### config.mk
export PLATFORM = sky130hd
export DESIGN_NAME = integer_set_table_core
export DESIGN_NICKNAME = d
export VERILOG_FILES = /design/src/sv/istc_pkg.sv /design/src/sv/integer_set_table_core.sv /design/src/sv/istc_dpath.sv /design/src/sv/istc_ctrl.sv
export SDC_FILE = /design/constraint.sdc
export NUM_CORES = 1
export LEC_CHECK = 0
export ABC_CLOCK_PERIOD_IN_PS = 5200
export BUFFER_PORTS_ARGS = -buffer_cell sky130_fd_sc_hd__buf_4
export CORE_UTILIZATION = 40
export DETAILED_ROUTE_END_ITERATION = 8
export PLACE_DENSITY_LB_ADDON = 0.08
export SETUP_SLACK_MARGIN = 0.05
export SYNTH_ARGS = -nofsm -noshare
export SYNTH_HDL_FRONTEND = slang
export SYNTH_SLANG_ARGS = --single-unit
### constraint.sdc
create_clock -name clk -period 5.2 [get_ports clk]
set_input_delay 1.04 -clock clk [delete_from_list [all_inputs] [get_ports clk]]
set_output_delay 1.04 -clock clk [all_outputs]
set_load 0.005 [all_outputs]
### src/sv/istc_pkg.sv
package istc_pkg;

  localparam int CAPACITY_DEF = 32;
  localparam int VAL_W = 32;
  localparam int OUT_CNT_W = 6;

  localparam logic [1:0] OP_QUERY      = 2'd0;
  localparam logic [1:0] OP_INSERT     = 2'd1;
  localparam logic [1:0] OP_REMOVE     = 2'd2;
  localparam logic [1:0] OP_REMOVE_ODD = 2'd3;

  typedef struct packed {
    logic [1:0]              operation;
    logic signed [VAL_W-1:0] item_value;
  } in_beat_t;

  typedef struct packed {
    logic                 success;
    logic                 full_res;
    logic [OUT_CNT_W-1:0] removed_count;
    logic [OUT_CNT_W-1:0] set_size;
  } out_beat_t;

  typedef struct packed {
    logic start;
    logic scan;
    logic rd_last;
    logic append;
    logic move;
    logic load_out;
    logic res_success;
    logic res_full;
  } ctl_cmd_t;

  typedef struct packed {
    logic [1:0] op;
    logic       hit;
    logic       exhausted;
    logic       full;
    logic       any_removed;
  } ctl_sts_t;

endpackage

### src/sv/integer_set_table_core.sv
// Set of distinct signed 32-bit values held in a table of CAPACITY entries with one read
// port and one write port. One beat in gives one beat out: query, insert (refused with
// full_res when the table is at capacity), remove (last entry moves into the freed slot)
// and remove-odd. The table memory is scanned one entry per cycle through its one read
// port, pausing while remove-odd moves the last entry into a freed slot. Items are taken
// one at a time, the next from the cycle after the previous result is loaded; the output
// register lets the next item enter while a result waits.
module integer_set_table_core #(
  parameter int CAPACITY = istc_pkg::CAPACITY_DEF
) (
  input  logic                clk,
  input  logic                rst_n,
  input  logic                in_valid,
  output logic                in_stall,
  input  istc_pkg::in_beat_t  in_data,
  output logic                out_valid,
  input  logic                out_stall,
  output istc_pkg::out_beat_t out_data
);

  istc_pkg::ctl_cmd_t cmd;
  istc_pkg::ctl_sts_t sts;

  istc_ctrl u_ctrl (
    .clk       (clk),
    .rst_n     (rst_n),
    .in_valid  (in_valid),
    .in_stall  (in_stall),
    .out_valid (out_valid),
    .out_stall (out_stall),
    .sts       (sts),
    .cmd       (cmd)
  );

  istc_dpath #(
    .CAPACITY (CAPACITY)
  ) u_dpath (
    .clk      (clk),
    .rst_n    (rst_n),
    .in_data  (in_data),
    .cmd      (cmd),
    .sts      (sts),
    .out_data (out_data)
  );

endmodule

### src/sv/istc_dpath.sv
module istc_dpath #(
  parameter int CAPACITY = istc_pkg::CAPACITY_DEF
) (
  input  logic                clk,
  input  logic                rst_n,
  input  istc_pkg::in_beat_t  in_data,
  input  istc_pkg::ctl_cmd_t  cmd,
  output istc_pkg::ctl_sts_t  sts,
  output istc_pkg::out_beat_t out_data
);

  localparam int IDX_W = (CAPACITY > 1) ? $clog2(CAPACITY) : 1;
  localparam int CNT_W = $clog2(CAPACITY + 1);
  localparam logic [CNT_W-1:0] CAP_C = CNT_W'(CAPACITY);

  logic [istc_pkg::VAL_W-1:0] mem [CAPACITY];

  logic [1:0]                 op_r;
  logic [istc_pkg::VAL_W-1:0] value_r;
  logic [istc_pkg::VAL_W-1:0] rdata_r;
  logic [CNT_W-1:0]           idx_r;
  logic [CNT_W-1:0]           count_r;
  logic [CNT_W-1:0]           removed_r;
  logic                       pend_r;
  logic [IDX_W-1:0]           pend_idx_r;
  istc_pkg::out_beat_t        out_r;

  logic                       scan_go;
  logic [IDX_W-1:0]           last_idx;
  logic                       rd_en;
  logic [IDX_W-1:0]           rd_addr;
  logic                       wr_en;
  logic [IDX_W-1:0]           wr_addr;
  logic [istc_pkg::VAL_W-1:0] wr_data;
  logic                       match;

  assign scan_go  = cmd.scan && (idx_r < count_r);
  assign last_idx = IDX_W'(count_r - CNT_W'(1));
  assign rd_en    = scan_go || cmd.rd_last;
  assign rd_addr  = cmd.rd_last ? last_idx : idx_r[IDX_W-1:0];
  assign wr_en    = cmd.append || cmd.move;
  assign wr_addr  = cmd.append ? count_r[IDX_W-1:0] : pend_idx_r;
  assign wr_data  = cmd.append ? value_r : rdata_r;
  assign match    = (op_r == istc_pkg::OP_REMOVE_ODD) ? rdata_r[0] : (rdata_r == value_r);

  assign sts.op          = op_r;
  assign sts.hit         = pend_r && match;
  assign sts.exhausted   = !pend_r && (idx_r >= count_r);
  assign sts.full        = (count_r == CAP_C);
  assign sts.any_removed = (removed_r != '0);

  assign out_data = out_r;

  always_ff @(posedge clk) begin
    if (wr_en) begin
      mem[wr_addr] <= wr_data;
    end
    if (rd_en) begin
      rdata_r <= mem[rd_addr];
    end
  end

  always_ff @(posedge clk) begin
    if (!rst_n) begin
      count_r <= '0;
      pend_r  <= 1'b0;
    end else begin
      pend_r <= scan_go;
      if (cmd.append) begin
        count_r <= count_r + CNT_W'(1);
      end else if (cmd.move) begin
        count_r <= count_r - CNT_W'(1);
      end
    end
  end

  always_ff @(posedge clk) begin
    if (cmd.start) begin
      op_r      <= in_data.operation;
      value_r   <= in_data.item_value;
      idx_r     <= '0;
      removed_r <= '0;
    end else begin
      if (scan_go) begin
        idx_r      <= idx_r + CNT_W'(1);
        pend_idx_r <= idx_r[IDX_W-1:0];
      end
      if (cmd.move) begin
        idx_r     <= CNT_W'(pend_idx_r);
        removed_r <= removed_r + CNT_W'(1);
      end
    end
    if (cmd.load_out) begin
      out_r.success       <= cmd.res_success;
      out_r.full_res      <= cmd.res_full;
      out_r.removed_count <= istc_pkg::OUT_CNT_W'(removed_r);
      out_r.set_size      <= istc_pkg::OUT_CNT_W'(count_r);
    end
  end

endmodule

### src/sv/istc_ctrl.sv
module istc_ctrl (
  input  logic               clk,
  input  logic               rst_n,
  input  logic               in_valid,
  output logic               in_stall,
  output logic               out_valid,
  input  logic               out_stall,
  input  istc_pkg::ctl_sts_t sts,
  output istc_pkg::ctl_cmd_t cmd
);

  localparam logic [2:0] S_IDLE    = 3'd0;
  localparam logic [2:0] S_SCAN    = 3'd1;
  localparam logic [2:0] S_MOVE_RD = 3'd2;
  localparam logic [2:0] S_MOVE_WR = 3'd3;
  localparam logic [2:0] S_FIN     = 3'd4;

  logic [2:0] state_r, state_nxt;
  logic       succ_r, succ_nxt;
  logic       full_r, full_nxt;
  logic       out_valid_r, out_valid_nxt;

  assign in_stall  = (state_r != S_IDLE);
  assign out_valid = out_valid_r;

  always_comb begin
    state_nxt = state_r;
    succ_nxt  = succ_r;
    full_nxt  = full_r;
    cmd       = '0;
    unique case (state_r)
      S_IDLE: begin
        if (in_valid) begin
          cmd.start = 1'b1;
          succ_nxt  = 1'b0;
          full_nxt  = 1'b0;
          state_nxt = S_SCAN;
        end
      end
      S_SCAN: begin
        if (sts.hit) begin
          unique case (sts.op)
            istc_pkg::OP_QUERY: begin
              succ_nxt  = 1'b1;
              state_nxt = S_FIN;
            end
            istc_pkg::OP_INSERT: begin
              state_nxt = S_FIN;
            end
            default: begin
              state_nxt = S_MOVE_RD;
            end
          endcase
        end else if (sts.exhausted) begin
          state_nxt = S_FIN;
          if (sts.op == istc_pkg::OP_INSERT) begin
            if (sts.full) begin
              full_nxt = 1'b1;
            end else begin
              cmd.append = 1'b1;
              succ_nxt   = 1'b1;
            end
          end else if (sts.op == istc_pkg::OP_REMOVE_ODD) begin
            succ_nxt = sts.any_removed;
          end
        end else begin
          cmd.scan = 1'b1;
        end
      end
      S_MOVE_RD: begin
        cmd.rd_last = 1'b1;
        state_nxt   = S_MOVE_WR;
      end
      S_MOVE_WR: begin
        cmd.move = 1'b1;
        if (sts.op == istc_pkg::OP_REMOVE) begin
          succ_nxt  = 1'b1;
          state_nxt = S_FIN;
        end else begin
          state_nxt = S_SCAN;
        end
      end
      S_FIN: begin
        if (!out_valid_r || !out_stall) begin
          cmd.load_out    = 1'b1;
          cmd.res_success = succ_r;
          cmd.res_full    = full_r;
          state_nxt       = S_IDLE;
        end
      end
      default: begin
        state_nxt = S_IDLE;
      end
    endcase
  end

  assign out_valid_nxt = cmd.load_out || (out_valid_r && out_stall);

  always_ff @(posedge clk) begin
    if (!rst_n) begin
      state_r     <= S_IDLE;
      out_valid_r <= 1'b0;
    end else begin
      state_r     <= state_nxt;
      out_valid_r <= out_valid_nxt;
    end
  end

  always_ff @(posedge clk) begin
    succ_r <= succ_nxt;
    full_r <= full_nxt;
  end

endmodule

==> results of run 1 <==
critical path, cell delays in order, from the launching register on:
cell      delay (ps)
dfxtp_1          640
inv_1            260
ha_1             300
or3b_4           270
nor3_2            60
nor4_4           370
and2_2           530
a31oi_1          370
nand2b_1         430
nor2_4           580
buf_12           310
final cells by class:
class | count | area share
clock buffers | 151 | 0.0608
clock inverters | 63 | 0.0117
inverters | 14 | 0.00102
multi-input cells | 1811 | 0.199
flip-flops and latches | 1134 | 0.660
well taps | 1488 | 0.0363
repair buffers | 162 | 0.0318
metal layers:
layer,up-vias,global-route usage
met4,0,0.0569
met5,-,0
met3,153,0.0249
met1,13800,0.327
li1,12000,-
met2,845,0.370
stage by stage:
step	hold WS, ps	utilization	power [mW]
after floorplan	403	-	10.8
after global placement	426	0.430	11.1
after detailed placement	446	0.430	11.1
after CTS	464	0.463	19.3
after global routing	482	0.463	19.7
final	455	0.463	19.2
cells in the mapped netlist (14+ instances only):
cell,number
a32oi_1,130
mux2i_1,130
xnor2_1,41
nor3_1,25
nor2_1,37
nand4_1,15
a21oi_1,18
nor4_2,26
nand2_1,887
buf_4,14
dfxtp_1,23
buf_2,62
a31oi_1,131
buf_1,14
clkbuf_1,89
edfxtp_1,1111
nand3_1,263
registers in the layout (all words and copies together), names as in the netlist:
name                cells
u_dpath.count_r         6
u_dpath.mem          1024
u_dpath.pend_r          1
u_dpath.idx_r           6
u_ctrl.succ_r           1
u_dpath.removed_r       6
u_dpath.rdata_r        32
u_dpath.op_r            2
u_ctrl.out_valid        1
u_dpath.out_data       14
u_ctrl.full_r           1
u_dpath.pend_idx_r      5
u_ctrl.state_r          3
u_dpath.value_r        32
kinds of logic (layout without fill, tap and decap cells):
family	Yosys count	after routing	share of synthesized area
mux	132	132	0.0297
xor+xnor	45	45	0.00882
compound gates	320	320	0.0525
simple gates	1303	1303	0.127
flops	1134	1134	0.757
buf+inv	202	390	0.0214
fa+ha+maj	11	11	0.00308
power by group through the flow:
stage	registers, mW	logic [mW]	clock network, mW
after floorplan	10.4	0.354	0
after global placement	10.4	0.669	0
after detailed placement	10.4	0.683	0
after CTS	10.3	0.685	8.38
after global routing	10.3	0.733	8.70
final	10.3	0.677	8.22
cells in the final DEF (no fill, tap or decap), drive strengths merged, types with 15 or more instances in the layout:
cell type | netlist | final
edfxtp | 1111 | 1111
nand2 | 888 | 888
nand3 | 263 | 263
buf | 99 | 162
clkbuf | 89 | 151
a31oi | 132 | 132
mux2i | 131 | 131
a32oi | 130 | 130
clkinv | 1 | 46
xnor2 | 41 | 41
nor2 | 37 | 37
nor4 | 35 | 35
nor3 | 26 | 26
dfxtp | 23 | 23
a21oi | 20 | 20
inv | 13 | 16
nand4 | 15 | 15
o21ai | 15 | 15
worst min-delay path by stage:
stage	start	to	slack [ps]	cells after the start
floorplan	u_dpath.count_r[2]	u_dpath.out_data[2]	400	0
finish	u_dpath.count_r[5]	u_dpath.out_data[5]	450	0
CTS	u_dpath.count_r[5]	u_dpath.out_data[5]	460	0
detailed placement	u_dpath.count_r[5]	u_dpath.out_data[5]	450	0
global placement	u_dpath.count_r[5]	u_dpath.out_data[5]	430	0
global route	u_dpath.count_r[5]	u_dpath.out_data[5]	480	0
==> flow_summary.toml, run 1 <==
[status]
status = "complete, no violations"

[synthesis]
synthTopCellsByArea = "edfxtp_1 75%, nand2_1 7.5%, nand3_1 2.9%, mux2i_1 2.9%, a32oi_1 2.5%"
ys_seq_area_frac = 0.757
synth_top_area_frac = 0.747
syn_inst = 3147
netlist-cell-type-count = 57
synth_area_um2 = 44700
syn_area_per_cell_um2 = 14.2
syn_nets = 3196
async_reset_ff_frac = 0
ys_warn_count = 0
synth-seq-cells = 1134
synth-edff-count = 1111
ys.flop_type = "edfxtp_1"
yosysTopAreaCell = "edfxtp_1"

[cts]
clockBufferDepth = 3
numCtsBuffers = 117
cts_setup_buffers = 0
htree_levels = 3
cts-resized-gates = 0
worstSkewPairLatency_ps = 700
hold_buffers = 0
cts_tree = "yes"
cts.sinks = 1134
clkTransAtPathRegs_ps = 70
cts-root-buf = "clkbuf_16"

[placed_design]
dp_worst_setup_slack_ps = 739
dp_hpwl_um = 72100
postPlaceCellArea_um2 = 47600
dp_cells = 4609
port_buffers = 53
gp_congestion = 0.859

[cells_and_area]
multi_input_area_um2 = 10200
seq_area_um2 = 33800
syn2layout_area_growth_pct = 14.8
final_layout_size_suffix_gt1_frac = 0.122
fin_area_um2 = 51300
nFillCells = 9630
diodes = 0
nets = 3289
stdcell_count = 4823

[route]
wl_met3_um = 6610
top_layer_used = "met4"
routedLengthMet1_um = 58300
drc = 0
wl_per_cell_um = 26.8
vias = 26800
first_iter_violations = 2554
wl_um = 129000
drtPass1Iterations = 6
vias_per_cell = 5.55
ant_nets = 0
wl_met2_um = 61800

[sta]
hold_viol = 0
drv_slew = 0
final-setup-viol-count = 0
fmax_mhz = 221
rsz0062_at_grt = "false"
relSlewSlack = 0.126
tightest_slew_ps = 1310
min_period_ps = 4520
skew_ps = 25.0
post-route-period-util = 0.869
fin_ws_ps = 684
tns_ps = 0

[power_and_ir_drop]
p_int_mw = 15.1
p_sw_mw = 4.05
p_comb_frac = 0.035
ir_worst_vdd_uv = 262
power_density_nw_per_um2 = 374
leakage_nw = 16.5
swShare = 0.211
p_seq_frac = 0.535
clkPwrFrac = 0.429

[die]
rows = 122
pin_count = 54
dieHeight_um = 336
start_util = 0.404
core_um2 = 111000
die-area_um2 = 113000
fp.dieW_um = 336

[global_routing]
antenna_found_initial = 1
overflow = 0
grt.total_usage = 0.228
grt_pass1_wl_um = 186000
grt_max_degree = 115
grt_pass1_vias = 26000

[critical_path]
start_kind = "flip-flop"
reg2reg_slack_ps = 680
arrival_ps = 4890
crit_type = "reg2reg"
worstPathMaxFanout = 22
crit_required_ps = 5580
critical_path.endpoint = "u_dpath.mem[11][5]"
endpoint_kind = "flip-flop"
reg2reg_from = "u_dpath.count_r[0]"
timing.rr.end = "u_dpath.mem[11][5]"
startpoint = "u_dpath.count_r[0]"
worstRegToRegCells = 10

[job]
max_cap_viol_count = 0

[min_path]
min_path_type = "reg2reg"
No activity file was read; power rests on OpenSTA's default activity.
==> run 2: changes to the inputs <==
Settings changed: ABC_AREA from default to 1.
==> run 2 against run 1 <==
Compared with the run above: wire length rose by 5.5%; sequential share of layout area shrank 0.46 points; sequential cell count is the same; utilization shrank 0.37 points; fmax up 9.3%; worst setup slack better by 390 ps.
==> flow_summary.toml, run 2 <==
[status]
status = "complete, no violations"

[min_path]
min_path_type = "reg2reg"
min_from = "u_dpath.count_r[5]"
hold_depth = 0
min_to = "u_dpath.out_data[5]"

[power_and_ir_drop]
finalPower_mw = 18.9
p_sw_mw = 4.01
ir_worst_vdd_uv = 261
p_int_mw = 14.9
leakage_nw = 16.6
p_comb_frac = 0.028
clkPwrFrac = 0.437
p_seq_frac = 0.535
swShare = 0.212
power_density_nw_per_um2 = 367

[route]
ant_nets = 0
wl_um = 136000
first_iter_violations = 3104
drtPass1Iterations = 5
vias_per_cell = 5.70
vias = 28700
drc = 0
wl_per_cell_um = 27.1

[placed_design]
port_buffers = 53
dp_hpwl_um = 77800
gp_congestion = 0.836

[global_routing]
grt_max_degree = 194
grt_pass1_wl_um = 196000
overflow = 0
grt_pass1_vias = 27700
grt.total_usage = 0.234
antenna_found_initial = 5

[synthesis]
ys_seq_area_frac = 0.747
ys_warn_count = 0
async_reset_ff_frac = 0
syn_nets = 3434
synth-seq-cells = 1134
synth-edff-count = 1111
syn_inst = 3385
yosysTopAreaCell = "edfxtp_1"
netlist-cell-type-count = 38
ys.flop_type = "edfxtp_1"
syn_area_per_cell_um2 = 13.4
synth_top_area_frac = 0.737
synth_common_cells = "1,111 x edfxtp_1, 500 x nor2_1, 468 x o21ai_0, 335 x nand2_1, 181 x o221ai_1"
synth_area_um2 = 45300
synth_most_common_cell = "edfxtp_1"
synthTopCellsByArea = "edfxtp_1 74%, o21ai_0 5.2%, nor2_1 4.1%, o221ai_1 3.5%, nand2_1 2.8%"

[die]
start_util = 0.403
dieHeight_um = 338
rows = 123
pin_count = 54
core_um2 = 112000
fp.dieW_um = 338
die-area_um2 = 115000

[critical_path]
start_kind = "flip-flop"
endpoint_kind = "flip-flop"
worstPathMaxFanout = 32
timing.rr.end = "u_dpath.mem[14][5]"
reg2reg_from = "u_dpath.count_r[2]"
crit_required_ps = 5530
crit_type = "reg2reg"
worstRegToRegCells = 14
reg2reg_slack_ps = 1070
arrival_ps = 4470

[cts]
cts-resized-gates = 0
cts_setup_buffers = 0
clockBufferDepth = 3
clkTransAtPathRegs_ps = 60
hold_buffers = 0
cts_tree = "yes"
worstSkewPairLatency_ps = 720
cts.sinks = 1134
htree_levels = 3
cts-root-buf = "clkbuf_16"
numCtsBuffers = 121

[sta]
hold_viol = 0
relSlewSlack = 0.211
drv_slew = 0
min_period_ps = 4130
final-setup-viol-count = 0
tightest_slew_ps = 1180
skew_ps = 31.9
rsz0062_at_grt = "false"
fmax_mhz = 242
tns_ps = 0
post-route-period-util = 0.794

[cells_and_area]
multi_input_area_um2 = 10600
largestRegisters = "u_dpath.mem (1024), u_dpath.rdata_r (32), u_dpath.value_r (32)"
nFillCells = 9965
largest_register_ffs = 1024
mostFrequentLayoutCells = "1,111 x edfxtp_1, 467 x nor2_1, 464 x o21ai_0"
nets = 3479
mostFrequentLayoutCell = "edfxtp_1"
postLayoutCoreUtil = 0.460
final_layout_size_suffix_gt1_frac = 0.128
seq_area_um2 = 33800
syn2layout_area_growth_pct = 14.1
regMostFlops = "u_dpath.mem"
diodes = 0

[job]
max_cap_viol_count = 0
[run 2: power by group through the flow]
stage	Clock (mW)	Sequential [mW]	Combinational, mW
after global placement	0	10.3	0.517
after global routing	8.77	10.1	0.564
after CTS	8.43	10.1	0.524
after floorplan	0	10.3	0.263
after detailed placement	0	10.3	0.522
final	8.28	10.1	0.523
[run 2: worst max-delay path, stage by stage, from the launching register on]
cell	delay [ps]
dfxtp_1	500
inv_1	150
ha_1	310
nand2_1	50
nor2_1	140
o21ai_0	110
and2_1	180
nand2_1	70
nand2_1	50
inv_1	100
nand2_2	190
o21ai_1	630
nand3_1	500
nor2_4	180
buf_4	540
[run 2: per-stage QoR]
| step | setup slack, ps | std cells | cell area, µm² | hold WS (ps) |
|---|---|---|---|---|
| after floorplan | 1220 | 3385 | 45300 | 403 |
| after global placement | 1170 | 4807 | 47800 | 415 |
| after detailed placement | 1230 | 4807 | 47800 | 413 |
| after CTS | 1210 | 5034 | 51600 | 427 |
| after global routing | 859 | 5034 | 51600 | 443 |
| final | 1070 | 5034 | 51600 | 432 |
[run 2: cell families (layout without fill, tap and decap cells)]
group / Yosys count / after routing / share of synthesized area
compound gates: 837 / 837 / 0.117
xor+xnor: 38 / 38 / 0.00735
fa+ha+maj: 11 / 11 / 0.00304
buf+inv: 286 / 435 / 0.0274
flops: 1134 / 1134 / 0.747
simple gates: 1079 / 1079 / 0.0985
[run 2: layout make-up]
type	instances	area share
flip-flops and latches	1134	0.655
multi-input cells	1965	0.205
clock buffers	145	0.0608
well taps	1500	0.0363
repair buffers	151	0.0256
clock inverters	82	0.0126
inverters	57	0.00482
[run 2: worst max-delay path by stage]
stage	start	end	slack, ps	cells after the start
3_5_place_dp	u_dpath.count_r[4]	u_dpath.mem[13][8]	1230	14
6_report	u_dpath.count_r[2]	u_dpath.mem[14][5]	1070	14
3_3_place_gp	u_dpath.count_r[4]	u_dpath.mem[13][9]	1170	14
4_1_cts	u_dpath.count_r[4]	u_dpath.mem[13][17]	1210	14
5_1_grt	u_dpath.count_r[2]	u_dpath.mem[13][19]	860	14
2_1_floorplan	u_dpath.count_r[4]	u_dpath.mem[23][0]	1220	15
[run 2: metal layers]
metal	GRT usage	routed length (µm)	up-vias
li1	-	-	12800
met1	0.342	61400	14600
met2	0.349	60200	1103
met3	0.0500	10600	209
met4	0.0719	4030	2
met5	0	10	-
